**config.mk**
```make
export PLATFORM = sky130hd
export DESIGN_NAME = wavetable_sound_generator_8ch_top
export DESIGN_NICKNAME = d
export VERILOG_FILES = /design/src/design/wsg_pkg.sv /design/src/design/wsg_ctrl.sv /design/src/design/wsg_dp.sv /design/src/design/wavetable_sound_generator_8ch_top.sv
export SDC_FILE = /design/constraint.sdc
export NUM_CORES = 2
export LEC_CHECK = 0
export BUFFER_PORTS_ARGS = -buffer_cell sky130_fd_sc_hd__buf_2
export CAP_MARGIN = 10
export CORE_ASPECT_RATIO = 0.75
export CORE_UTILIZATION = 55
export CTS_CLUSTER_DIAMETER = 200
export CTS_CLUSTER_SIZE = 30
export DETAILED_ROUTE_END_ITERATION = 7
export PLACE_DENSITY = 0.71
export SYNTH_ARGS = -nofsm -noshare
export SYNTH_HDL_FRONTEND = slang
export SYNTH_SLANG_ARGS = --single-unit
```
**constraint.sdc**
```tcl
create_clock -name clk -period 13.9 [get_ports clk]
set_input_delay 4.17 -clock clk [delete_from_list [all_inputs] [get_ports clk]]
set_output_delay 4.17 -clock clk [all_outputs]
set_load 0.005 [all_outputs]
```
**src/design/wsg_pkg.sv**
```systemverilog
package wsg_pkg;

  // Host transaction codes
  localparam logic [1:0] MODE_ADDR = 2'd0;
  localparam logic [1:0] MODE_WR   = 2'd1;
  localparam logic [1:0] MODE_RD   = 2'd2;
  localparam logic [1:0] MODE_TICK = 2'd3;

  // Divider operand selection
  localparam logic [1:0] DIV_PERIOD = 2'd0;
  localparam logic [1:0] DIV_STEPS  = 2'd1;
  localparam logic [1:0] DIV_LEN    = 2'd2;

  localparam int RAM_BYTES = 128;
  localparam int RAM_AW    = 7;
  localparam int DVD_W     = 25;  // dividend / quotient width
  localparam int DVS_W     = 23;  // divisor width
  localparam logic [4:0] DIV_ITER = 5'd25;

  typedef struct packed {
    logic [1:0] mode;
    logic [7:0] bus_value;
    logic [4:0] tick_cycles;
  } in_t;

  typedef struct packed {
    logic [7:0]         read_data;
    logic signed [15:0] sample;
  } out_t;

  typedef struct packed {
    logic       clr_step;
    logic       capture;
    logic       exec;
    logic       ch_init;
    logic       div_start;
    logic [1:0] div_sel;
    logic       div_step;
    logic       save_period;
    logic       keep_phase;
    logic       save_steps;
    logic       wrap_fetch;
    logic       nib_upd;
    logic       accumulate;
    logic       ch_next;
    logic       out_load;
  } cmd_t;

  typedef struct packed {
    logic       clear_done;
    logic       div_done;
    logic       freq_zero;
    logic       step_needed;
    logic       ch_last;
    logic [1:0] mode;
  } stat_t;

endpackage

```
**src/design/wsg_ctrl.sv**
```systemverilog
module wsg_ctrl
  import wsg_pkg::*;
(
  input  logic  clk,
  input  logic  rst_n,
  input  logic  in_valid,
  output logic  in_ready,
  output logic  out_valid,
  input  logic  out_ready,
  input  stat_t stat,
  output cmd_t  cmd
);

  localparam logic [3:0] S_CLR   = 4'd0;
  localparam logic [3:0] S_IDLE  = 4'd1;
  localparam logic [3:0] S_EXEC  = 4'd2;
  localparam logic [3:0] S_TINIT = 4'd3;
  localparam logic [3:0] S_CHST  = 4'd4;
  localparam logic [3:0] S_DIV1  = 4'd5;
  localparam logic [3:0] S_P1    = 4'd6;
  localparam logic [3:0] S_P2    = 4'd7;
  localparam logic [3:0] S_DIV2  = 4'd8;
  localparam logic [3:0] S_P3    = 4'd9;
  localparam logic [3:0] S_DIV3  = 4'd10;
  localparam logic [3:0] S_P4    = 4'd11;
  localparam logic [3:0] S_P5    = 4'd12;
  localparam logic [3:0] S_ACC   = 4'd13;
  localparam logic [3:0] S_NEXT  = 4'd14;
  localparam logic [3:0] S_DONE  = 4'd15;

  logic [3:0] state_r, state_nxt;
  logic       out_valid_r, out_valid_nxt;

  assign in_ready  = (state_r == S_IDLE);
  assign out_valid = out_valid_r;

  // Sequencer
  always_comb begin
    state_nxt     = state_r;
    cmd           = '0;
    out_valid_nxt = out_valid_r & ~out_ready;
    unique case (state_r)
      S_CLR: begin
        cmd.clr_step = 1'b1;
        if (stat.clear_done) begin
          cmd.clr_step = 1'b0;
          state_nxt    = S_IDLE;
        end
      end
      S_IDLE: begin
        if (in_valid) begin
          cmd.capture = 1'b1;
          state_nxt   = S_EXEC;
        end
      end
      S_EXEC: begin
        if (stat.mode == MODE_TICK) begin
          state_nxt = S_TINIT;
        end else begin
          cmd.exec  = 1'b1;
          state_nxt = S_DONE;
        end
      end
      S_TINIT: begin
        cmd.ch_init = 1'b1;
        state_nxt   = S_CHST;
      end
      S_CHST: begin
        if (stat.freq_zero) begin
          state_nxt = S_NEXT;
        end else begin
          cmd.div_start = 1'b1;
          cmd.div_sel   = DIV_PERIOD;
          state_nxt     = S_DIV1;
        end
      end
      S_DIV1: begin
        if (stat.div_done) state_nxt = S_P1;
        else cmd.div_step = 1'b1;
      end
      S_P1: begin
        cmd.save_period = 1'b1;
        state_nxt       = S_P2;
      end
      S_P2: begin
        if (stat.step_needed) begin
          cmd.div_start = 1'b1;
          cmd.div_sel   = DIV_STEPS;
          state_nxt     = S_DIV2;
        end else begin
          cmd.keep_phase = 1'b1;
          state_nxt      = S_ACC;
        end
      end
      S_DIV2: begin
        if (stat.div_done) state_nxt = S_P3;
        else cmd.div_step = 1'b1;
      end
      S_P3: begin
        cmd.save_steps = 1'b1;
        cmd.div_start  = 1'b1;
        cmd.div_sel    = DIV_LEN;
        state_nxt      = S_DIV3;
      end
      S_DIV3: begin
        if (stat.div_done) state_nxt = S_P4;
        else cmd.div_step = 1'b1;
      end
      S_P4: begin
        cmd.wrap_fetch = 1'b1;
        state_nxt      = S_P5;
      end
      S_P5: begin
        cmd.nib_upd = 1'b1;
        state_nxt   = S_ACC;
      end
      S_ACC: begin
        cmd.accumulate = 1'b1;
        state_nxt      = S_NEXT;
      end
      S_NEXT: begin
        if (stat.ch_last) begin
          state_nxt = S_DONE;
        end else begin
          cmd.ch_next = 1'b1;
          state_nxt   = S_CHST;
        end
      end
      S_DONE: begin
        if (!out_valid_r || out_ready) begin
          cmd.out_load  = 1'b1;
          out_valid_nxt = 1'b1;
          state_nxt     = S_IDLE;
        end
      end
      default: state_nxt = S_CLR;
    endcase
  end

  always_ff @(posedge clk) begin
    if (!rst_n) begin
      state_r     <= S_CLR;
      out_valid_r <= 1'b0;
    end else begin
      state_r     <= state_nxt;
      out_valid_r <= out_valid_nxt;
    end
  end

endmodule

```
**src/design/wsg_dp.sv**
```systemverilog
module wsg_dp
  import wsg_pkg::*;
#(
  parameter int NUM_CHANNELS = 8
) (
  input  logic  clk,
  input  logic  rst_n,
  input  in_t   in_data,
  input  cmd_t  cmd,
  output stat_t stat,
  output out_t  out_data
);

  localparam int CW = (NUM_CHANNELS > 1) ? $clog2(NUM_CHANNELS) : 1;
  localparam logic [2:0] FIRST_WIN = 3'(8 - NUM_CHANNELS);
  localparam logic [CW-1:0] LAST_CH = CW'(NUM_CHANNELS - 1);

  // Captured transaction
  in_t in_r;

  // Wave RAM and host registers
  logic [7:0]        ram [RAM_BYTES];
  logic [7:0]        ram_q_r;
  logic [RAM_AW:0]   clr_cnt_r;
  logic [RAM_AW-1:0] ptr_r;
  logic              ainc_r;
  logic [3:0]        act_r;

  // Channel state
  logic [17:0] freq_r  [NUM_CHANNELS];
  logic [5:0]  len_r   [NUM_CHANNELS];
  logic [7:0]  base_r  [NUM_CHANNELS];
  logic [3:0]  vol_r   [NUM_CHANNELS];
  logic [3:0]  nib_r   [NUM_CHANNELS];
  logic [4:0]  pos_r   [NUM_CHANNELS];
  logic [23:0] phase_r [NUM_CHANNELS];

  // Tick working registers
  logic [CW-1:0]      ch_r;
  logic [DVS_W-1:0]   period_r;
  logic [DVD_W-1:0]   psum_r;
  logic               nib_hi_r;
  logic signed [10:0] acc_r;

  // Shared restoring divider
  logic [DVD_W-1:0] q_r;
  logic [DVS_W:0]   rem_r;
  logic [DVS_W-1:0] dvs_r;
  logic [4:0]       div_cnt_r;
  logic [DVS_W:0]   trial;

  out_t out_r;

  // Host access decode
  logic [2:0]    wr_win;
  logic [2:0]    wr_off;
  logic [2:0]    wr_c3;
  logic [CW-1:0] wr_ch;
  logic          wr_chan;
  logic [5:0]    new_len;
  logic          host_wr;
  logic          host_rd;

  assign host_wr = cmd.exec && (in_r.mode == MODE_WR);
  assign host_rd = cmd.exec && (in_r.mode == MODE_RD);
  assign wr_win  = ptr_r[5:3];
  assign wr_off  = ptr_r[2:0];
  assign wr_c3   = wr_win - FIRST_WIN;
  assign wr_ch   = wr_c3[CW-1:0];
  assign wr_chan = host_wr && ptr_r[6] && (wr_win >= FIRST_WIN);
  assign new_len = 6'h20 - {1'b0, in_r.bus_value[4:2], 2'b00};

  // First channel of a tick
  logic [3:0]    st_win;
  logic [2:0]    st_c3;
  always_comb begin
    st_win = (act_r >= 4'd8) ? 4'd0 : 4'd8 - act_r;
    if (st_win < {1'b0, FIRST_WIN}) st_win = {1'b0, FIRST_WIN};
    st_c3 = st_win[2:0] - FIRST_WIN;
  end

  // Divider operand selection and step
  logic [DVD_W-1:0] dvd_sel;
  logic [DVS_W-1:0] dvs_sel;
  logic [7:0]       act15;
  assign act15 = {act_r, 4'b0000} - {4'b0000, act_r};
  always_comb begin
    case (cmd.div_sel)
      DIV_PERIOD: begin
        dvd_sel = {1'b0, act15, 16'h0000};
        dvs_sel = {5'b0, freq_r[ch_r]};
      end
      DIV_STEPS: begin
        dvd_sel = psum_r - DVD_W'(1);
        dvs_sel = period_r;
      end
      default: begin
        dvd_sel = q_r;
        dvs_sel = {17'b0, len_r[ch_r]};
      end
    endcase
  end
  assign trial = {rem_r[DVS_W-1:0], q_r[DVD_W-1]};

  // Position wrap and nibble address
  logic [5:0] r_len;
  logic [5:0] pos_sum;
  logic [4:0] pos_new;
  logic [7:0] fetch_a;
  always_comb begin
    r_len   = (len_r[ch_r] == 6'd0) ? 6'd1 : len_r[ch_r];
    pos_sum = {1'b0, pos_r[ch_r]} + rem_r[5:0];
    pos_new = (pos_sum >= r_len) ? 5'(pos_sum - r_len) : pos_sum[4:0];
    fetch_a = base_r[ch_r] + {3'b000, pos_new};
  end

  // Channel contribution
  logic signed [5:0]  nib_s;
  logic signed [10:0] prod;
  assign nib_s = $signed({2'b00, nib_r[ch_r]}) - 6'sd8;
  assign prod  = 11'(nib_s) * 11'($signed({1'b0, vol_r[ch_r]}));

  // Status to the sequencer
  assign stat.clear_done  = clr_cnt_r[RAM_AW];
  assign stat.div_done    = (div_cnt_r == 5'd0);
  assign stat.freq_zero   = (freq_r[ch_r] == 18'd0);
  assign stat.step_needed = (psum_r > {2'b00, period_r});
  assign stat.ch_last     = (ch_r == LAST_CH);
  assign stat.mode        = in_r.mode;

  assign out_data = out_r;

  // Wave RAM: one write port, one registered read port
  always_ff @(posedge clk) begin
    if (cmd.clr_step) ram[clr_cnt_r[RAM_AW-1:0]] <= 8'h00;
    else if (host_wr) ram[ptr_r] <= in_r.bus_value;
    if (cmd.wrap_fetch) ram_q_r <= ram[fetch_a[7:1]];
    else if (host_rd) ram_q_r <= ram[ptr_r];
  end

  // Payload registers
  always_ff @(posedge clk) begin
    if (cmd.capture) in_r <= in_data;
    if (cmd.out_load) begin
      out_r.read_data <= (in_r.mode == MODE_RD) ? ram_q_r : 8'h00;
      out_r.sample    <= (in_r.mode == MODE_TICK) ? {acc_r, 5'b00000} : 16'sd0;
    end
    if (cmd.save_period) begin
      period_r <= (q_r == '0) ? DVS_W'(1) : q_r[DVS_W-1:0];
      psum_r   <= {1'b0, phase_r[ch_r]} + DVD_W'(in_r.tick_cycles);
    end
    if (cmd.wrap_fetch) nib_hi_r <= fetch_a[0];
    if (cmd.div_start) begin
      q_r   <= dvd_sel;
      rem_r <= '0;
      dvs_r <= dvs_sel;
    end else if (cmd.div_step) begin
      if (trial >= {1'b0, dvs_r}) begin
        rem_r <= trial - {1'b0, dvs_r};
        q_r   <= {q_r[DVD_W-2:0], 1'b1};
      end else begin
        rem_r <= trial;
        q_r   <= {q_r[DVD_W-2:0], 1'b0};
      end
    end
  end

  // Control and channel state
  always_ff @(posedge clk) begin
    if (!rst_n) begin
      clr_cnt_r <= '0;
      ptr_r     <= '0;
      ainc_r    <= 1'b1;
      act_r     <= 4'd8;
      ch_r      <= '0;
      acc_r     <= '0;
      div_cnt_r <= '0;
      for (int i = 0; i < NUM_CHANNELS; i++) begin
        freq_r[i]  <= '0;
        len_r[i]   <= 6'd16;
        base_r[i]  <= '0;
        vol_r[i]   <= '0;
        nib_r[i]   <= '0;
        pos_r[i]   <= '0;
        phase_r[i] <= '0;
      end
    end else begin
      if (cmd.clr_step) clr_cnt_r <= clr_cnt_r + 1'b1;
      // address port
      if (cmd.exec && (in_r.mode == MODE_ADDR)) begin
        ptr_r  <= in_r.bus_value[RAM_AW-1:0];
        ainc_r <= in_r.bus_value[7];
      end
      if ((host_wr || host_rd) && ainc_r) ptr_r <= ptr_r + 1'b1;
      if (host_wr && (ptr_r == 7'h7F)) act_r <= 4'd1 + {1'b0, in_r.bus_value[6:4]};
      // channel register window
      if (wr_chan) begin
        case (wr_off)
          3'd0: freq_r[wr_ch][7:0]   <= in_r.bus_value;
          3'd2: freq_r[wr_ch][15:8]  <= in_r.bus_value;
          3'd4: begin
            freq_r[wr_ch][17:16] <= in_r.bus_value[1:0];
            if (len_r[wr_ch] != new_len) begin
              len_r[wr_ch] <= new_len;
              pos_r[wr_ch] <= '0;
            end
          end
          3'd6: base_r[wr_ch] <= in_r.bus_value;
          3'd7: vol_r[wr_ch]  <= in_r.bus_value[3:0];
          default: ;
        endcase
      end
      // tick sequencing
      if (cmd.ch_init) begin
        ch_r  <= st_c3[CW-1:0];
        acc_r <= '0;
      end
      if (cmd.ch_next) ch_r <= ch_r + 1'b1;
      if (cmd.div_start) div_cnt_r <= DIV_ITER;
      else if (cmd.div_step && div_cnt_r != 5'd0) div_cnt_r <= div_cnt_r - 1'b1;
      if (cmd.keep_phase) phase_r[ch_r] <= psum_r[23:0];
      if (cmd.save_steps) phase_r[ch_r] <= rem_r[23:0] + 24'd1;
      if (cmd.wrap_fetch) pos_r[ch_r] <= pos_new;
      if (cmd.nib_upd) nib_r[ch_r] <= nib_hi_r ? ram_q_r[7:4] : ram_q_r[3:0];
      if (cmd.accumulate) acc_r <= acc_r + prod;
    end
  end

endmodule

```
**src/design/wavetable_sound_generator_8ch_top.sv**
```systemverilog
// Host transactions (address, data write, data read): after acceptance the sequencer passes
// through S_EXEC and S_DONE; the result loads once the output is free. Sample tick: per channel,
// up to three 25-step divisions on one shared serial divider, plus phase, wrap, RAM fetch and
// accumulate; a silent channel is skipped. One transaction at a time.
// Reset: synchronous active-low rst_n, then a pass clearing all 128 RAM bytes with in_ready low.
module wavetable_sound_generator_8ch_top
  import wsg_pkg::*;
#(
  parameter int NUM_CHANNELS = 8
) (
  input  logic clk,
  input  logic rst_n,
  input  logic in_valid,
  output logic in_ready,
  input  in_t  in_data,
  output logic out_valid,
  input  logic out_ready,
  output out_t out_data
);

  cmd_t  cmd;
  stat_t stat;

  wsg_ctrl u_ctrl (
    .clk       (clk),
    .rst_n     (rst_n),
    .in_valid  (in_valid),
    .in_ready  (in_ready),
    .out_valid (out_valid),
    .out_ready (out_ready),
    .stat      (stat),
    .cmd       (cmd)
  );

  wsg_dp #(
    .NUM_CHANNELS (NUM_CHANNELS)
  ) u_dp (
    .clk      (clk),
    .rst_n    (rst_n),
    .in_data  (in_data),
    .cmd      (cmd),
    .stat     (stat),
    .out_data (out_data)
  );

endmodule

```
Word level (Yosys, flattened, before mapping)
Memory sizes are Yosys's and may differ from the RTL's. A register that Yosys moved wholly into a read port is not among the register bits.
Cells that the tools add are included.
{"block": "totals", "latchBits": 0, "reg_bits": 212, "n_memories": 8, "output_inout_bits": 26, "romBits": 0, "in_bits": 19, "ramBits": 1576}
{"memory": "u_dp.ram", "depth": 128, "word_bits": 8, "read_ports": 2, "rd_ports_with_merged_regs": 1, "wr": 1, "line": "wsg_dp.sv:22", "rtl": "logic [7:0] ram [RAM_BYTES];"}
{"memory": "u_dp.phase_r", "depth": 8, "word_bits": 24, "read_ports": 1, "rd_ports_with_merged_regs": 1, "wr": 8, "line": "wsg_dp.sv:36", "rtl": "logic [23:0] phase_r [NUM_CHANNELS];"}
{"memory": "u_dp.freq_r", "depth": 8, "word_bits": 18, "read_ports": 1, "rd_ports_with_merged_regs": 1, "wr": 8, "line": "wsg_dp.sv:30", "rtl": "logic [17:0] freq_r [NUM_CHANNELS];"}
{"memory": "u_dp.base_r", "depth": 8, "word_bits": 8, "read_ports": 1, "rd_ports_with_merged_regs": 1, "wr": 8, "line": "wsg_dp.sv:32", "rtl": "logic [7:0] base_r [NUM_CHANNELS];"}
{"memory": "u_dp.len_r", "depth": 8, "word_bits": 6, "read_ports": 2, "rd_ports_with_merged_regs": 2, "wr": 8, "line": "wsg_dp.sv:31", "rtl": "logic [5:0] len_r [NUM_CHANNELS];"}
{"memory": "u_dp.pos_r", "depth": 8, "word_bits": 5, "read_ports": 1, "rd_ports_with_merged_regs": 1, "wr": 8, "line": "wsg_dp.sv:35", "rtl": "logic [4:0] pos_r [NUM_CHANNELS];"}
{"memory": "2 more memories"}
{"block": "op_classes", "n_addsub": 17, "order_cmp": 6, "multipliers": 1, "n_shift": 0, "muxes": 146, "bitwise": 4, "div_mod_pow": 0, "n_eq_ne": 33, "reduce_logical": 39}
{"cell": "3-bit 2-to-1 mux", "n": 31}
{"cell": "1-bit 2-to-1 mux", "n": 74}
{"cell": "24-bit 2-to-1 mux", "n": 3}
{"cell": "4-bit case mux with 16 select lines", "n": 1}
{"cell": "4-bit 2-to-1 mux", "n": 13}
{"cell": "25-bit 2-to-1 mux", "n": 2}
{"cell": "25-bit case mux with 2 select lines", "n": 1}
{"cell": "23-bit case mux with 2 select lines", "n": 1}
{"cell": "7-bit 2-to-1 mux", "n": 5}
{"cell": "4-bit equality test (second input constant)", "n": 8}
{"cell": "8-bit 2-to-1 mux", "n": 4}
{"cell": "24-bit by 5-bit adder with 25-bit output", "n": 1}
{"cell": "25-bit by 23-bit > comparator with 1-bit output", "n": 1}
{"cell": "25-bit logical NOT", "n": 1}
{"cell": "5-bit 2-to-1 mux", "n": 5}
{"cell": "25-bit by 1-bit subtractor with 25-bit output (second input constant)", "n": 1}
{"cell": "24-bit by 1-bit adder with 24-bit output (second input constant)", "n": 1}
{"cell": "24-bit by 23-bit greater-or-equal comparator with 1-bit output", "n": 1}
{"cell": "24-bit OR reduction", "n": 1}
{"cell": "24-bit by 23-bit subtractor with 24-bit output", "n": 1}
{"cell": "11-bit 2-to-1 mux", "n": 2}
{"cell": "18-bit logical NOT", "n": 1}
{"cell": "18-bit 2-to-1 mux", "n": 1}
{"cell": "18-bit OR reduction", "n": 1}
{"cell": "53 further kinds", "n": 85}

Longest topological paths before layout
{"block": "logic_depth", "depth_word": 12, "depth_mapped": 38, "depth_no_buf": 26}

By module
From an unflattened synthesis, not the netlist that was laid out.
{"block": "hier_totals", "cells_unflattened": 5459, "hier_area_um2": 86377.8}
{"module": "wsg_dp", "seq_area_each_um2": 52480.3, "cells_per_inst": 5376, "instances": 1, "area_each_um2": 85784.8}
{"module": "wsg_ctrl", "seq_area_each_um2": 100.1, "cells_per_inst": 83, "instances": 1, "area_each_um2": 593.1}

Least setup slack after synthesis
OpenSTA, ideal clock, no wires.
{"block": "synth_path", "path_type": "reg-to-reg", "startpoint": "register with a tool-made name", "endpoint": "register u_dp.ram_q_r[6] (data pin)", "stages_incl_launch_ff": 33, "setup_ns": 0.261, "period_less_slack_ns": 9.045, "path_buffers": 13, "required_time_ns": 13.639, "arrival_ns": 8.784, "slack_ns": 4.855, "cell_sequence": "dfxtp_1 -> buf_2 -> buf_4 -> buf_4 -> buf_4 -> buf_4 -> buf_4 -> buf_4 -> buf_4 -> buf_2 -> mux4_2 -> mux2_2 -> ha_1 -> fa_1 -> a21o_1 -> a21oi_1 -> xnor2_1 -> ha_1 -> nand2_1 -> nor2_1 -> a2111oi_4 -> mux2_2 -> inv_1 -> ha_1 -> fa_1 -> buf_2 -> buf_2 -> buf_1 -> buf_1 -> mux4_2 -> o2111ai_1 -> nand3_1 -> a311o_1"}
{"item": "end signal: assignment", "line": "wsg_dp.sv:137", "rtl": "if (cmd.wrap_fetch) ram_q_r <= ram[fetch_a[7:1]];"}
{"item": "end signal: assignment", "line": "wsg_dp.sv:138", "rtl": "else if (host_rd) ram_q_r <= ram[ptr_r];"}
{"item": "end: declaration", "line": "wsg_dp.sv:23", "rtl": "logic [7:0] ram_q_r;"}

==> results by group <==
Clocking
  • Reg clk slew, reported paths: between 0.1 and 0.15 ns
  • Skew-Pair Late Insertion Delay: 0.76 ns
  • Clock root cell: clkbuf_16
  • Setup bufs post-CTS: 0
  • Post-CTS Hold Buffers: 0
  • Cts bufs inserted: 69
  • TritonCTS clock tree: yes
  • H-tree lvl count: 3
  • CTS Buffer Depth: 3
  • Clk sinks: 1777
  • Post-cts sizing count: 0

Drt
  • Wirelength, routed: 247000 um
  • Antenna-violating nets left: 0
  • Drt pass-1 iters: 7
  • DRC Markers: 0
  • Drt first-iter violations: 8970
  • WL per Instance: 32.3 um
  • Vias/cell: 7.03
  • DR vias: 53800

Hold path
  • Worst min path class: register to register
  • Worst Hold Launch: u_dp.q_r[7]

Layout
  • Commonest non-fill, non-tap cell in the layout: edfxtp_1
  • Area Overhead vs Synth: 5.35%
  • Total Nets Final: 5679
  • Most frequent cells in the layout: 1699 x edfxtp_1, 656 x mux4_2, 608 x nor2_1
  • Fillers: 11600
  • Layout cells sized above 1: a little under a fifth

Run status
  • Violated checks: capacitance limit
  • Outcome: finished with violations

Worst setup path
  • WP depth: 26
  • CP Data Arrival Time: 10.11 ns
  • Worst R2R End: u_dp.ram_q_r[7]
  • R2R Setup Slk: 4.24 ns
  • Critical path class: register to register
  • R2R depth: 26
  • Cell family with most CP delay: compound AO/OA/AOI/OAI gates
  • CP max stage cell: a31oi_1
  • Max stage delay on crit path: approximately 0.92 ns
  • CP Capture Type: register
  • Cell repeated most along the worst path: ha_1
  • CP Capture Point: u_dp.ram_q_r[7]
  • Worst setup SP type: register
  • Critical path buffers and inverters: 3
  • Max FO, Critical Path: roughly 140
  • Worst Path Required: roughly 14 ns

Synthesis
  • Mean area per synthesized cell: 15.2 um^2
  • Synthesis-stage register bit count: ~1800
  • Syn. warnings: 0
  • Mapped Cells: ~5700
  • Sequential area share after synthesis: 61.2%
  • Top_reg_cell synth: edfxtp_1
  • Async S/R FF share, synth: 0%
  • Post-Synthesis Cell Area: 86000 um^2
  • Cell variety after synth: 79
  • Number of synthesized flops with an enable pin: around 1700

Die
  • Core Area: 155000 um^2
  • Io pins: 45
  • Die width: roughly 460 um
  • Row count: roughly 130
  • Height of the chip: 344 um
  • Full die area: 158000 um^2
  • Starting density of the core: 55.5%

STA
  • Rel. slew slack: less than 1%
  • Final slew viol count: 0
  • Worst Max-Slew Pin Slew: around 1.5 ns
  • Final period util: a little over two thirds
  • Fmax: 0.103 GHz
  • RSZ-0062 raised after global routing: no
  • Setup TNS: 0 ns
  • Final Hold Vio Count: 0
  • Period minus WS final: ~9.7 ns
  • Finish-stage setup viols: 0
  • Clk_skew: 0.0470 ns

GRT
  • Vias in the first global route: approximately 50000
  • Initial antenna violation count: 9
  • First-pass GRT wire length: 355000 um
  • GRT Resource Usage Total: around 31%
  • Overflow after GRT: 0
  • Largest net degree at the start of global routing: 145

Power
  • Leakage power total: around 30 nW
  • VDD IR-drop max: roughly 0.11 mV
  • Power density over the cells: 103 nW/um^2
  • Total power: 9.37 mW

Placed design
  • Hpwl dp: 163000 um
  • IO buf count: 39
  • Final RePlAce weighted congestion: about 0.95

Run
  • Max-cap violations: 2
-- through the flow --
| step | area (um^2) | cells | hold WS, ns | utilization [%] | setup slack, ns |
|---|---|---|---|---|---|
| floorplan | 86000 | 5668 | 0.479 | - | 4.86 |
| global placement | 88500 | 7552 | 0.460 | 57.1 | 4.75 |
| detailed placement | 88500 | 7553 | 0.467 | 57.1 | 4.58 |
| CTS | 90400 | 7649 | 0.496 | 58.4 | 4.57 |
| global route | 90600 | 7659 | 0.505 | 58.4 | 4.01 |
| finish | 90600 | 7660 | 0.504 | 58.4 | 4.24 |
-- worst min path at each step --
stage               slack (ns)                end  depth (start not counted)
global placement          0.46  u_dp.period_r[17]                          0
floorplan                 0.48     u_dp.rem_r[13]                          2
finish                    0.50   u_dp.period_r[7]                          0
CTS                       0.50  u_dp.period_r[17]                          0
detailed placement        0.47  u_dp.period_r[17]                          0
global route              0.51  u_dp.period_r[17]                          0
-- sequential cells by signal (all words and copies together) (netlist names), 32 cells and up, named ones only --
register,flops
u_dp.ram,1024
u_dp.phase_r,192
u_dp.freq_r,144
u_dp.base_r,64
u_dp.pos_r,40
u_dp.len_r,32
u_dp.nib_r,32
u_dp.vol_r,32
-- metal layers --
metal	up-vias	global-route usage [%]	routed length, um
li1	21900	-	-
met1	27600	46.6	97100
met2	3926	42.5	103000
met3	439	12.4	40100
met4	10	7.88	6920
met5	-	0.769	194
-- power breakdown --
part	total, mW	internal (mW)	switching [mW]
clock network	2.58	0.950	1.63
registers	5.91	5.87	0.0372
logic	0.885	0.292	0.594
-- synth_stat cells, types with 10 or more instances --
cell,number,share of area (%)
a211oi_1,10,0.087
a21o_1,31,0.27
a21oi_1,159,0.93
a221oi_1,20,0.20
a22o_1,16,0.16
a22oi_1,43,0.38
a31oi_1,23,0.17
a32oi_1,27,0.28
and2_1,169,1.2
and3_1,69,0.50
buf_1,50,0.22
buf_2,79,0.46
buf_4,18,0.16
clkbuf_1,246,1.1
dfxtp_1,78,1.8
edfxtp_1,1699,59
fa_1,15,0.35
ha_1,108,1.6
inv_1,124,0.54
mux2_2,53,0.69
mux2i_1,134,1.6
mux4_2,656,17
nand2_1,401,1.8
nand2b_1,29,0.21
nand3_1,120,0.70
nand4_1,27,0.20
nor2_1,620,2.7
nor2b_1,22,0.16
nor3_1,108,0.63
nor4_1,33,0.24
o2111ai_1,17,0.17
o21a_1,15,0.13
o21ai_0,132,0.77
o22ai_1,37,0.27
o2bb2ai_1,15,0.15
or3_1,19,0.14
xnor2_1,69,0.70
xor2_1,51,0.52
-- kinds of logic after synthesis --
family                   Yosys count  share of synthesized area, %
adder cells (fa/ha/maj)          123                          1.92
XOR/XNOR                         120                          1.22
AND/OR/NAND/NOR                 1647                          8.73
AO/OA/AOI/OAI                    616                          4.69
buffers and inverters            526                          2.55
flip-flops                      1777                          61.2
multiplexers                     854                          19.7
other                              1                       0.00436
-- layout make-up --
type	count	area, um^2	share of cell area [%]
Antenna cell	3	7.51	0.00829
Clock buffer	90	1830	2.02
Clock inverter	6	81.3	0.0898
Inverter	129	484	0.535
Multi-Input combinational cell	3365	31500	34.7
Sequential cell	1777	52600	58.1
Tap cell	2095	2620	2.89
Timing Repair Buffer	195	1490	1.65
Power figures use the tool's default switching activity.
